## config.mk

```make
export PLATFORM = sky130hd
export DESIGN_NAME = ogru_ctrl
export DESIGN_NICKNAME = d
export VERILOG_FILES = /design/src/design/ogru_pkg.sv /design/src/design/ogru_ctrl.sv
export SDC_FILE = /design/constraint.sdc
export NUM_CORES = 1
export LEC_CHECK = 0
export ABC_AREA = 1
export BUFFER_PORTS_ARGS = -buffer_cell sky130_fd_sc_hd__buf_2
export CAP_MARGIN = 20
export CELL_PAD_IN_SITES_DETAIL_PLACEMENT = 1
export CELL_PAD_IN_SITES_GLOBAL_PLACEMENT = 2
export CORE_MARGIN = 8
export CORE_UTILIZATION = 22
export CTS_BUF_LIST = sky130_fd_sc_hd__clkbuf_4
export CTS_CLUSTER_SIZE = 24
export DETAILED_ROUTE_END_ITERATION = 7
export GPL_TIMING_DRIVEN = 1
export PLACE_DENSITY_LB_ADDON = 0.3
export SKIP_CTS_REPAIR_TIMING = 1
export SYNTH_ARGS = -nofsm -noshare
export SYNTH_HDL_FRONTEND = slang
export SYNTH_SLANG_ARGS = --single-unit
```

## constraint.sdc

```tcl
create_clock -name clk -period 2.2 [get_ports clk]
set_input_delay 0.44 -clock clk [delete_from_list [all_inputs] [get_ports clk]]
set_output_delay 0.44 -clock clk [all_outputs]
set_load 0.02 [all_outputs]
```

## src/design/ogru_pkg.sv

```systemverilog
// Shared types, constants and helpers for the occupancy grid ray update block.
// No dependencies; imported by the controller, the datapath and the top level.
package ogru_pkg;

  localparam int DEF_MAX_WIDTH  = 512;
  localparam int DEF_MAX_HEIGHT = 512;

  localparam int COORD_W    = 11;
  localparam int RD_W       = 9;
  localparam int VAL_W      = 7;
  localparam int FREED_W    = 10;
  localparam int DIM_W      = 10;
  localparam int FINC_W     = 8;
  localparam int HINC_W     = 7;
  localparam int STATUS_W   = 2;
  localparam int CFG_IDX_W  = 2;
  localparam int CFG_DATA_W = 10;

  localparam logic [VAL_W-1:0] CELL_UNKNOWN = 7'd50;
  localparam logic [VAL_W-1:0] CELL_MAX     = 7'd100;

  localparam logic OP_RAY  = 1'b0;
  localparam logic OP_READ = 1'b1;

  localparam logic [STATUS_W-1:0] ST_APPLIED   = 2'd0;
  localparam logic [STATUS_W-1:0] ST_HIT_OUT   = 2'd1;
  localparam logic [STATUS_W-1:0] ST_ROBOT_OUT = 2'd2;
  localparam logic [STATUS_W-1:0] ST_READ      = 2'd3;

  localparam logic [CFG_IDX_W-1:0] REG_MAP_WIDTH  = 2'd0;
  localparam logic [CFG_IDX_W-1:0] REG_MAP_HEIGHT = 2'd1;
  localparam logic [CFG_IDX_W-1:0] REG_FREE_INC   = 2'd2;
  localparam logic [CFG_IDX_W-1:0] REG_HIT_INC    = 2'd3;

  localparam logic [DIM_W-1:0]         RST_MAP_WIDTH  = 10'd512;
  localparam logic [DIM_W-1:0]         RST_MAP_HEIGHT = 10'd512;
  localparam logic signed [FINC_W-1:0] RST_FREE_INC   = -8'sd1;
  localparam logic [HINC_W-1:0]        RST_HIT_INC    = 7'd2;

  typedef struct packed {
    logic load_item;
    logic clear;
    logic setup_steep;
    logic setup_order;
    logic setup_delta;
    logic walk;
    logic hit_rd;
    logic hit_wr;
    logic read_rd;
    logic read_cap;
    logic load_out;
  } cmd_t;

  typedef struct packed {
    logic op_read;
    logic hit_in;
    logic robot_in;
    logic walk_last;
    logic clear_last;
  } sts_t;

  function automatic logic [VAL_W-1:0] clamp_val(input logic signed [VAL_W+1:0] v);
    logic [VAL_W-1:0] r;
    if (v < 9'sd0) begin
      r = '0;
    end else if (v > $signed({2'b00, CELL_MAX})) begin
      r = CELL_MAX;
    end else begin
      r = v[VAL_W-1:0];
    end
    return r;
  endfunction

endpackage

```

## src/design/ogru_ctrl.sv

```systemverilog
// Sequencing state machine: clearing pass, ray walk and cell read.
// Depends on ogru_pkg; drives the datapath through cmd_t, watches sts_t.
module ogru_ctrl import ogru_pkg::*; (
  input  logic clk,
  input  logic rst,
  input  logic in_valid,
  output logic in_ready,
  output logic out_valid,
  input  logic out_ready,
  input  sts_t sts,
  output cmd_t cmd
);

  typedef enum logic [3:0] {
    S_CLEAR,
    S_IDLE,
    S_CHECK,
    S_STEEP,
    S_ORDER,
    S_DELTA,
    S_WALK,
    S_HIT_RD,
    S_HIT_WR,
    S_READ_RD,
    S_READ_CAP,
    S_DONE
  } state_t;

  state_t state;
  state_t state_next;

  assign in_ready = (state == S_IDLE);

  always_comb begin
    cmd             = '0;
    state_next      = state;
    cmd.load_item   = in_valid && (state == S_IDLE);
    cmd.load_out    = (state == S_DONE) && (!out_valid || out_ready);
    case (state)
      S_CLEAR: begin
        cmd.clear = 1'b1;
        if (sts.clear_last) state_next = S_IDLE;
      end
      S_IDLE: begin
        if (in_valid) state_next = S_CHECK;
      end
      S_CHECK: begin
        if (sts.op_read) state_next = S_READ_RD;
        else if (sts.hit_in && sts.robot_in) state_next = S_STEEP;
        else state_next = S_DONE;
      end
      S_STEEP: begin
        cmd.setup_steep = 1'b1;
        state_next      = S_ORDER;
      end
      S_ORDER: begin
        cmd.setup_order = 1'b1;
        state_next      = S_DELTA;
      end
      S_DELTA: begin
        cmd.setup_delta = 1'b1;
        state_next      = S_WALK;
      end
      S_WALK: begin
        cmd.walk = 1'b1;
        if (sts.walk_last) state_next = S_HIT_RD;
      end
      S_HIT_RD: begin
        cmd.hit_rd = 1'b1;
        state_next = S_HIT_WR;
      end
      S_HIT_WR: begin
        cmd.hit_wr = 1'b1;
        state_next = S_DONE;
      end
      S_READ_RD: begin
        cmd.read_rd = 1'b1;
        state_next  = S_READ_CAP;
      end
      S_READ_CAP: begin
        cmd.read_cap = 1'b1;
        state_next   = S_DONE;
      end
      S_DONE: begin
        if (!out_valid || out_ready) state_next = S_IDLE;
      end
      default: begin
        state_next = S_IDLE;
      end
    endcase
  end

  always_ff @(posedge clk) begin
    if (rst) begin
      state     <= S_CLEAR;
      out_valid <= 1'b0;
    end else begin
      state <= state_next;
      if (cmd.load_out) begin
        out_valid <= 1'b1;
      end else if (out_ready) begin
        out_valid <= 1'b0;
      end
    end
  end

endmodule

```

==> Yosys cells after proc, flatten, opt, wreduce, memory -nomap -nowiden <==
Cells that the tools add are included.
{ "op_classes": {"n_addsub": 0, "mul": 0, "div_mod_pow": 0, "n_lt_le_gt_ge": 0, "n_eq_ne": 15, "shift": 0, "muxes": 18, "n_bitwise": 0, "n_reduce_logical": 9} }
{ "ops": {"columns": ["operator", "count"], "rows": [
  ["$pmux 4 s11", 1],
  ["$mux 4", 6],
  ["$eq 4x3->1 const B", 4],
  ["$eq 4x4->1 const B", 4],
  ["$mux 1", 11],
  ["$eq 4x2->1 const B", 2],
  ["$ne 2x2->1 const B", 3],
  ["$eq 4x1->1 const B", 1],
  ["$logic_not 4->1", 1],
  ["$reduce_and 4->1", 1],
  ["$logic_and 1x1->1", 3],
  ["$ne 2x1->1 const B", 1],
  ["$reduce_bool 2->1", 1],
  ["$reduce_or 2->1", 1],
  ["$logic_not 1->1", 1],
  ["$logic_or 1x1->1", 1]
]} }
{ "totals": {"reg_bits": 5, "latch_bits": 0, "mem_bits_rw": 0, "mem_bits_ro": 0, "inputBits": 9, "wordCells": 44, "memories": 0} }

==> Longest topological paths before layout <==
Gate-level depths: netlist (run 1).
{ "logic_depth": {"word_depth": 4, "ltp_mapped": 8, "ltp_nobuf": 8} }

==> Worst setup path before layout (run 1) <==
No wires, ideal clock.
{ "synth_timing": {"kind": "reg2out", "start": "register state[0]", "end": "output port cmd[0] in the netlist's numbering", "arrival_ps": 1052, "slack_ps": 708, "path_stages_with_launch": 3, "n_path_buf": 0, "path_cell_list": "dfxtp_1 nand2_2 nor3_1"} }
{ "synth_lines": {"columns": ["element", "line", "source"], "rows": [
  ["from (decl)", "ogru_ctrl.sv:29", "state_t state;"],
  ["from (signal assigned)", "ogru_ctrl.sv:98", "state <= state_next;"],
  ["to (decl)", "ogru_ctrl.sv:11", "output cmd_t cmd"]
]} }

==> out/metrics.csv, run 1 <==
metric,value,unit
first_iter_violations,5,
min_path_cells,2,
drc,0,
synthesis.area,410,sq um
min_period,1680,ps
cp.arrival,1240,ps
antenna_found_initial,0,
clkSlewWorstSetupHoldPaths,40,ps
powerDensity,1100,nW/um^2
min_path_type,primary input to register,
skew,1.19,ps
port_buffers,21,
num_rows,15,
crit_chain,inv_2 > nor2_2 > nand2_1 > nor2_1 > buf_2,
max_cap_violations,0,
fillers,252,
post_drt_wl_per_cell,10.8,microns
drive_above_1_share,0.367,
initial_core_util,0.235,
synth-compound-area-share,0.0854,
place_congestion,0.721,
status,"finished, final reports clean",
avgSynthCellArea,5.62,sq um
cts_buffers,3,
clockBufferDepth,2,
finalHoldViolCount,0,
insertion_delay,240,ps
pin_count,22,
grt_util_all_layers,0.0855,
yosysTopAreaCellShare,0.244,
synth_mux_area_frac,0,
period_share,0.765,
root_buffer,clkbuf_4,
dp_hpwl,1.15,mm
cts_max_level,1,
finalWirelength,1.32,mm
synth_top_family_by_area,simple AND/OR/NAND/NOR gates,
grt_pass1_wl,2.32,mm
setup_tns,0,ps
fp.dieW,59.2,microns
overflow,0,
synthAdderAreaFrac,0,
regToRegStartpoint,state[0],
n_antenna_cell,0,
synth_xor_xnor_area_share,0,
crit_fanout,5,
setup_violations,0,
worst_setup_path_start_kind,register,
min_to,state[1],
max_slew_margin,0.857,
vdd_ir_drop_max,0.383,mV
synthSimpleGateAreaFrac,0.524,
dp.cells,119,
grt_max_degree,9,
cp_num_buf_inv,2,
synth_area_leaders,"dfxtp_1 24%, nor2_1 18%, inv_1 12%",
area_delta_synth_final,40.5,%
cp_data_required_time,1760,ps
synth.net_count,82,
worstRegToRegCells,7,
grt_pass1_vias,554,
critPathKind,register to output port,
final_cells,123,
synth_cell_types,17,
r2r_slack,1020,ps
nNetsFinal,108,
cts_tree,built,
rsz0062_at_grt,false,
first_pass_iters,3,
cpMaxStageDelayCell,dfxtp_1,
design.core.area,1750,sq um
antenna_left,0,
p_leak,0.323,nW
synthCells,73,
vias,499,
ys.warnings.count,0,
finalMaxSlewViolations,0,
r2r_end,state[1],
die-area,3500,sq um
cts_sinks,5,
whs,402,ps
yosysSeqAreaShare,0.244,
crit_family,flip-flops,
fmax,595,MHz
synth_seq_cells,5,
cp-end-kind,output port,
hp-start,rst,
vias_per_cell,4.06,
slowest_delay,420,ps
synth_top_area_cell,dfxtp_1,
fp.dieH,59.2,microns
worstMarginPinSlew,213,ps
==> cell usage after synthesis <==
| master | count |
|---|---|
| nand3_1 | 5 |
| a21oi_2 | 1 |
| nand2_2 | 4 |
| nand3_2 | 1 |
| inv_2 | 3 |
| a21oi_1 | 1 |
| a22oi_1 | 1 |
| o21ai_1 | 1 |
| nor2_1 | 20 |
| nand2_1 | 12 |
| inv_1 | 13 |
| nand3b_1 | 1 |
| o2111ai_1 | 1 |
| nor3_1 | 2 |
| nor2_2 | 1 |
| dfxtp_1 | 5 |
| nor2_4 | 1 |
==> per-layer routing <==
metal | wire [microns] | vias up | share of wire | track usage
met4 | 34 | 0 | 0.026 | 0.0512
met2 | 570 | 16 | 0.43 | 0.137
met1 | 642 | 206 | 0.48 | 0.0950
met5 | 0 | - | 0 | 0
li1 | - | 272 | - | -
met3 | 76 | 5 | 0.057 | 0.0282
==> report_power, final <==
part | internal, mW | switching, mW
clock | 0.0809 | 0.0385
combinational | 0.122 | 0.245
sequential | 0.114 | 0.0336
total | 0.317 | 0.317
==> how the worst max path moves through the flow <==
| stage | from | end | slack, ps | depth (start not counted) |
|---|---|---|---|---|
| after CTS | state[0] | cmd[10] | 490 | 5 |
| final | state[0] | cmd[10] | 520 | 5 |
| after detailed placement | state[0] | cmd[10] | 770 | 5 |
| after global routing | state[0] | cmd[10] | 390 | 5 |
| after floorplan | state[0] | cmd[0] | 710 | 2 |
| after global placement | state[1] | cmd[0] | 800 | 3 |
==> area by class of cell <==
class,count,area (sq um),share of cell area
Clock buffer,4,30.0,0.0521
Multi-Input combinational cell,52,250,0.434
Inverter,16,60.1,0.104
Timing Repair Buffer,21,105,0.182
Tap cell,25,31.3,0.0542
Sequential cell,5,100,0.174
==> registers in the layout, indices dropped and copies added (netlist names) <==
register / flops
out_valid: 1
state: 4
==> cell families (layout without fill, tap and decap cells) <==
| logic type | count (synthesis) | count (layout) |
|---|---|---|
| simple gates | 47 | 47 |
| buf+inv | 16 | 41 |
| compound gates | 5 | 5 |
| flops | 5 | 5 |
==> through the flow <==
step / setup slack, ps / power, mW / area (sq um) / util
after floorplan: 708 / 0.416 / 410 / -
after global placement: 804 / 0.521 / 547 / 0.313
after detailed placement: 766 / 0.524 / 547 / 0.313
after CTS: 491 / 0.651 / 577 / 0.330
after global routing: 387 / 0.699 / 577 / 0.330
final: 518 / 0.634 / 577 / 0.330
==> cell usage in the layout, fill, tap and decap left out <==
cell type  synthesis  routed
a21oi_1            1       1
a21oi_2            1       1
a22oi_1            1       1
buf_2              0      21
clkbuf_4           0       4
dfxtp_1            5       5
inv_1             13      13
inv_2              3       3
nand2_1           12      12
nand2_2            4       4
nand3_1            5       5
nand3_2            1       1
nand3b_1           1       1
nor2_1            20      20
nor2_2             1       1
nor2_4             1       1
nor3_1             2       2
o2111ai_1          1       1
o21ai_1            1       1
(Power assumes the default switching activity.)
==> run 2, diff against run 1 <==
--- a/config.mk
+++ b/config.mk
@@ -11,7 +11,7 @@
 export CELL_PAD_IN_SITES_DETAIL_PLACEMENT = 1
 export CELL_PAD_IN_SITES_GLOBAL_PLACEMENT = 2
 export CORE_MARGIN = 8
-export CORE_UTILIZATION = 22
+export CORE_UTILIZATION = 18
 export CTS_BUF_LIST = sky130_fd_sc_hd__clkbuf_4
 export CTS_CLUSTER_SIZE = 24
 export DETAILED_ROUTE_END_ITERATION = 7
==> constraint.sdc (replaced) <==
create_clock -name clk -period 1.4 [get_ports clk]
set_input_delay 0.28 -clock clk [delete_from_list [all_inputs] [get_ports clk]]
set_output_delay 0.28 -clock clk [all_outputs]
set_load 0.02 [all_outputs]
==> run 2 against run 1 <==
  * The run now ends with setup timing left
  * Worst hold slack got worse by 160 ps
  * Critical path type unchanged
  * Register-to-register slack got worse by 810 ps
  * Combinational power rose by 110%
  * Critical path depth did not move
  * Largest cell class unchanged
==> out/metrics.csv, run 2 (synthesis results as in run 1) <==
metric,value,unit
fmax,704,MHz
vias_per_cell,4.22,
worstMarginPinSlew,261,ps
drc,0,
insertion_delay,250,ps
nNetsFinal,111,
die-area,4060,sq um
antenna_left,0,
post-route-util,0.324,
clkSlewWorstSetupHoldPaths,40,ps
design.core.area,2190,sq um
grt_max_degree,9,
root_buffer,clkbuf_4,
fp.dieH,63.8,microns
max_cap_violations,0,
pin_count,22,
fp.dieW,63.8,microns
antenna_found_initial,0,
reg_top3,"state x4, out_valid x1",
finalHoldViolCount,0,
worst_setup_path_start_kind,register,
initial_core_util,0.187,
place_congestion,0.710,
rsz0062_at_grt,true,
largest-register,state,
cts_max_level,1,
cp_data_required_time,1120,ps
post_drt_wl_per_cell,11.1,microns
cts_tree,built,
vdd_ir_drop_max,0.504,mV
design_area,711,sq um
min_period,1420,ps
skew,3.51,ps
area_delta_synth_final,73.2,%
vias,545,
grt_pass1_wl,2.43,mm
port_buffers,21,
timing.final.ws_setup,-19.7,ps
largest_reg_flops,4,
finalWirelength,1.43,mm
final_cell_mix,"13 x nor2_1, 10 x inv_1, 10 x buf_2, 10 x buf_4, 9 x nand2_1",
status,"finished, violations left",
placed_area,551,sq um
n_antenna_cell,0,
dp_hpwl,1.21,mm
crit_fanout,5,
fillers,295,
setup_violations,2,
grt_util_all_layers,0.0727,
slowest_delay,390,ps
clockBufferDepth,2,
mostFrequentLayoutCell,nor2_1,
cp.arrival,1140,ps
failed_checks,setup timing,
preCtsSetupSlack,69.3,ps
period_share,1.01,
first_iter_violations,3,
p_leak,0.355,nW
cp-end-kind,output port,
critPathKind,register to output port,
cts_sinks,5,
first_pass_iters,3,
grt_pass1_vias,572,
cpMaxStageDelayCell,dfxtp_4,
finalMaxSlewViolations,0,
overflow,0,
setup_tns,-28.3,ps
drive_above_1_share,0.564,
cts_buffers,3,
crit_chain,inv_4 > nor2_4 > nand2_2 > nor2_2 > buf_6,
min_path_type,primary input to register,
num_rows,17,
max_slew_margin,0.825,
powerDensity,1750,nW/um^2
run 2: per-stage QoR:
step	hold WS, ps	cells	total power [mW]
3_3_place_gp	511	122	0.834
6_report	237	129	1.24
2_1_floorplan	342	73	0.654
3_5_place_dp	513	122	0.834
5_1_grt	251	129	1.35
4_1_cts	255	126	1.03
run 2: cell type report:
cell class / instances / area [sq um] / area share
multi-input cells: 52 / 300 / 0.423
repair buffers: 24 / 170 / 0.239
flip-flops and latches: 5 / 110 / 0.155
inverters: 16 / 65.1 / 0.0915
well taps: 28 / 35.0 / 0.0493
clock buffers: 4 / 30.0 / 0.0423
run 2: path summary, 6_finish.rpt:
check / start / to / slack [ps] / cells after the start
worst min-delay path: rst / state[1] / 240 / 2
worst max-delay path: state[0] / cmd[10] / -20 / 5
worst min register to register: out_valid / out_valid / 600 / 4
worst max register to register: state[0] / state[1] / 210 / 9
run 2: metal layers:
layer / global-route usage / routed length (microns) / vias up
li1: - / - / 279
met2: 0.118 / 658 / 19
met5: 0 / 0 / -
met1: 0.0768 / 618 / 242
met3: 0.0331 / 123 / 5
met4: 0.0418 / 30 / 0
run 2: critical path: cells and delay by family (launching register included):
kind | cells | cell delay, ps
AND/OR/NAND/NOR | 3 | 330
buffers and inverters | 2 | 170
flip-flops | 1 | 390
run 2: power breakdown:
part	internal, mW	total (mW)	switching, mW
combinational	0.325	0.773	0.447
clock	0.127	0.190	0.0629
sequential	0.197	0.280	0.0825
total	0.650	1.24	0.593
